### src/icc_pkg.sv
// Package: shared constants and codes for the center-border image convolution block.
package icc_pkg;

  localparam int unsigned MaxWidthDef  = 1024;
  localparam int unsigned MaxKernelDef = 15;
  localparam int unsigned MaxHeight    = 4096;

  localparam int unsigned PixW   = 16;
  localparam int unsigned CoefW  = 18;
  localparam int unsigned ProdW  = PixW + CoefW;
  localparam int unsigned AccW   = ProdW + 8;
  localparam int unsigned RowW   = 13;

  typedef enum logic [1:0] {
    OP_LOAD  = 2'd0,
    OP_PIXEL = 2'd1,
    OP_DRAIN = 2'd2,
    OP_NONE  = 2'd3
  } op_e;

  typedef enum logic [1:0] {
    CFG_IMG_W = 2'd0,
    CFG_IMG_H = 2'd1,
    CFG_KER_W = 2'd2,
    CFG_KER_H = 2'd3
  } cfg_e;

  typedef enum logic [2:0] {
    ST_IDLE,
    ST_CHECK,
    ST_ADDR,
    ST_READ,
    ST_MAC,
    ST_ROUND,
    ST_OUT
  } state_e;

endpackage

### src/icc_mac.sv
// Shared multiply-accumulate unit with round-to-Q12.4 and saturation.
module icc_mac
  import icc_pkg::*;
(
  input  logic                    clk_i,
  input  logic                    rst_ni,
  input  logic                    clr_i,
  input  logic                    en_i,
  input  logic signed [PixW-1:0]  pix_i,
  input  logic signed [CoefW-1:0] coef_i,
  output logic signed [PixW-1:0]  result_o
);

  logic signed [ProdW-1:0] prod_q;
  logic                    prod_vld_q;
  logic signed [AccW-1:0]  acc_q;
  logic signed [AccW-1:0]  rnd;
  logic signed [AccW-17:0] shr;

  always_ff @(posedge clk_i or negedge rst_ni) begin
    if (!rst_ni) begin
      prod_vld_q <= 1'b0;
    end else begin
      prod_vld_q <= en_i;
    end
  end

  always_ff @(posedge clk_i) begin
    prod_q <= ProdW'(pix_i) * ProdW'(coef_i);
    if (clr_i) begin
      acc_q <= '0;
    end else if (prod_vld_q) begin
      acc_q <= acc_q + AccW'(prod_q);
    end
  end

  // add half an LSB, then floor via arithmetic shift
  always_comb begin
    rnd = acc_q + AccW'(32768);
    shr = rnd[AccW-1:16];
    if (shr > (AccW-16)'(32767)) begin
      result_o = 16'sh7fff;
    end else if (shr < -(AccW-16)'(32768)) begin
      result_o = -16'sh8000;
    end else begin
      result_o = shr[PixW-1:0];
    end
  end

endmodule

### config.mk
export PLATFORM = sky130hd
export DESIGN_NAME = icc_mac
export DESIGN_NICKNAME = d
export VERILOG_FILES = /design/src/icc_pkg.sv /design/src/icc_mac.sv
export SDC_FILE = /design/constraint.sdc
export NUM_CORES = 1
export LEC_CHECK = 0
export BUFFER_PORTS_ARGS = -buffer_cell sky130_fd_sc_hd__buf_2
export CAP_MARGIN = 20
export CORE_MARGIN = 10
export CORE_UTILIZATION = 66
export DETAILED_ROUTE_END_ITERATION = 8
export GPL_TIMING_DRIVEN = 0
export PLACE_DENSITY = 0.8
export SYNTH_ARGS = -nofsm -noshare
export SYNTH_HDL_FRONTEND = slang
export SYNTH_SLANG_ARGS = --single-unit
### constraint.sdc
create_clock -name clk_i -period 4.2 [get_ports clk_i]
set_input_delay 0 -clock clk_i [delete_from_list [all_inputs] [get_ports clk_i]]
set_output_delay 0 -clock clk_i [all_outputs]
set_load 0.005 [all_outputs]
==> flow_summary_export.csv <==
group,metric,value,unit
yosys,avgSynthCellArea,8.745,sq um
yosys,netlist.area_leader.share,36.95,%
floorplanning,die_x,174.6,um
timing,post-route-period-util,131.9,%
hold_path,hp-start,"pix_i[0]",
drt,vias,13100,
cts,htreeDepth,3,
floorplanning,dieHeight,174.6,um
yosys,yosys.area_share.xor_xnor,4.666,%
grt,antenna_found_initial,0,
finish,area_delta_synth_final,20.26,%
placement,io_buffers,47,
drt,drt_iter0_markers,1099,
flow_run,drv_cap,0,
critical_path,required,4470,ps
yosys,synth-adder-area-share,47.10,%
yosys,yosys-top-cells-area,"fa_1, ha_1, dfxtp_1",
drt,routed_via_density,5.775,
placement,hpwl,33280,um
drt,ant_nets,0,
cts,clockBufferDepth,2,
yosys,ys_seq_area_share,9.808,%
critical_path,crit_type,"primary input to flop",
run_status,status,"complete, but fails checks",
yosys,synthTopCellsByCount,"inv_1, fa_1, nand2_1",
yosys,synth_top_family_by_area,"adder cells",
critical_path,worstSetupStartpoint,"coef_i[10]",
floorplanning,die_area,0.03047,sq mm
critical_path,r2r-start,"acc_q[0]$_SDFFE_PP0P_",
yosys,yosys.cell_types.count,65,
cts,cts-buffers-inserted,9,
yosys,netlist_area,0.01577,sq mm
timing,fin_setup_tns,-20160,ps
floorplanning,core_area,0.02347,sq mm
cts,clkLatencyLatePin,340,ps
timing,finalMaxSlewViolations,0,
floorplanning,initial_core_util,67.17,%
floorplanning,fp-row-count,56,
cts,cts.sinks,77,
drt,drc,0,
grt,grt_pass1_vias,13850,
yosys,synth_top_cell_by_area,"fa_1",
yosys,synthCells,1803,
timing,finalClockSkew,9.308,ps
critical_path,crit_path_start_kind,"primary input",
critical_path,end_kind,"flop",
cts,path_clk_slew,70,ps
cts,cts_tree,"done",
critical_path,max_stage_delay,520,ps
timing,fin_ws,-1339,ps
grt,gr-usage-all-layers,28.78,%
placement,gp_congestion,0.9926,
critical_path,worstPathCellList,"buf_6 > clkbuf_8 > buf_4 > nand2_1 > fa_1 > inv_1 > fa_1 > fa_2 > fa_1 > fa_1 > inv_1 > fa_1 > inv_1 > ha_4 > a21oi_2 > o21ai_1 > a21o_1 > a21o_1 > a21oi_2 > o31ai_4 > a2111oi_4 > o31ai_1 > a21oi_1 > xnor2_1",
timing,worst_pin_slew,873.0,ps
grt,grt_overflow,0,
yosys,synthArstFlopShare,1.299,%
hold_path,hold_class,"primary input to flop",
drt,wl_per_cell,19.73,um
critical_path,crit_slowest_cell,"fa_1",
floorplanning,boundaryPins,54,
yosys,ys_ff_latch,77,
run_status,violations,"negative setup slack",
yosys,synth_compound_area_share,9.951,%
critical_path,cp_common_cell,"fa_1",
timing,final.min_clock_period,5539,ps
drt,drt_first_pass_iters,5,
timing,setup_viol,22,
drt,drt-total-wl,44760,um
finish,finalNetCount,2400,
cts,root_buffer,"clkbuf_16",
timing,max_slew_margin,41.80,%
yosys,ys.flop_type,"dfxtp_1",
critical_path,crit_arrival,5810,ps
yosys,yosysMostFrequentCell,"inv_1",
timing,max_freq,180.5,MHz
yosys,yosysWarnings,0,
yosys,yosys.area_share.simple,16.25,%
finish,drive_gt1_share,17.81,%
yosys,syn_nets,2260,
grt,grt_pass1_wl,70900,um
yosys,synth_mux_area_share,1.714,%
timing,rsz0062_at_grt,"yes",
yosys,synth-edff-count,0,
critical_path,path_max_fanout,7,
grt,grt_max_degree,17,
timing,finalHoldViolCount,0,
## layout by cell type, fill, tap and decap left out, types with 15 or more instances in the layout
cell type,instances
dfxtp_1,76
and2_1,122
xor2_1,24
and2_4,16
fa_2,15
nand3_1,28
buf_2,22
nand2_1,174
a21o_1,32
inv_2,29
nor2_1,80
buf_4,59
fa_1,276
o21ai_0,25
a21oi_2,22
mux2i_1,27
clkbuf_16,30
inv_1,350
a21oi_1,62
buf_6,28
ha_4,17
xnor2_1,57
ha_1,108
clkbuf_8,22
## registers in the layout (all words and copies together), names as in the netlist
| register | flops |
|---|---|
| prod_q | 34 |
| prod_vld_q | 1 |
| acc_q | 42 |
## per-stage QoR
stage	setup slack, ps	std cells	utilization [%]	hold WS [ps]	cell area [sq um]
floorplan	-1097	1803	-	-295.6	16380
global placement	-1782	2169	72.51	-225.9	17020
detailed placement	-1885	2169	72.51	-222.6	17020
CTS	-1186	2251	79.44	52.70	18650
global route	-1572	2267	80.77	69.44	18960
finish	-1339	2268	80.78	80.50	18960
## critical path: cells and delay by family
| kind | cells | cell delay (ps) |
|---|---|---|
| buffers and inverters | 6 | 620 |
| adder cells (fa/ha/maj) | 7 | 3290 |
| AO/OA/AOI/OAI | 9 | 1690 |
| AND/OR/NAND/NOR | 1 | 80 |
| XOR/XNOR | 1 | 130 |
## per-layer routing
layer  global-route usage (%)  wire [um]
met5                        0          0
met4                    11.06       2083
met3                    5.569       3692
met2                    48.10      21070
met1                    36.27      17910
## final timing paths
kind                                          end  cells after the start  slack (ps)
setup / recovery               prod_q[31]$_DFF_P_                     24       -1340
hold / removal                  prod_q[0]$_DFF_P_                      2          80
setup reg to reg           acc_q[40]$_SDFFE_PP0P_                     13         620
hold reg to reg             acc_q[4]$_SDFFE_PP0P_                      2         500
max in group asynchronous    prod_vld_q$_DFF_PN0_                      3        3590
min in group asynchronous    prod_vld_q$_DFF_PN0_                      3         500
## cell families after synthesis
| logic type | count (synthesis) |
|---|---|
| simple gates | 518 |
| buf+inv | 439 |
| xor+xnor | 84 |
| mux | 27 |
| flops | 77 |
| fa+ha+maj | 419 |
| compound gates | 239 |
## final cells by class
class | count | area, sq um
Multi-Input combinational cell | 1287 | 13210
Fill cell | 1442 | 4511
Sequential cell | 77 | 1546
Inverter | 381 | 1436
Timing Repair Buffer | 129 | 1217
Buffer | 58 | 862.1
Tap cell | 319 | 399.1
Clock buffer | 9 | 225.2
Clock inverter | 7 | 65.06
Antenna cell | 1 | 2.502
## timing repair
item	CTS	global route
endpoints found under the hold margin	2	0
pin swaps	77	37
buffers inserted	55	16
resized for setup	174	50
hold buffers	3	0
cloned	8	1
endpoints found under the setup margin	24	24
Power is left out: the tool's default activity adds up to more than one toggle a clock period on the data nets, which glitch-free logic cannot reach.
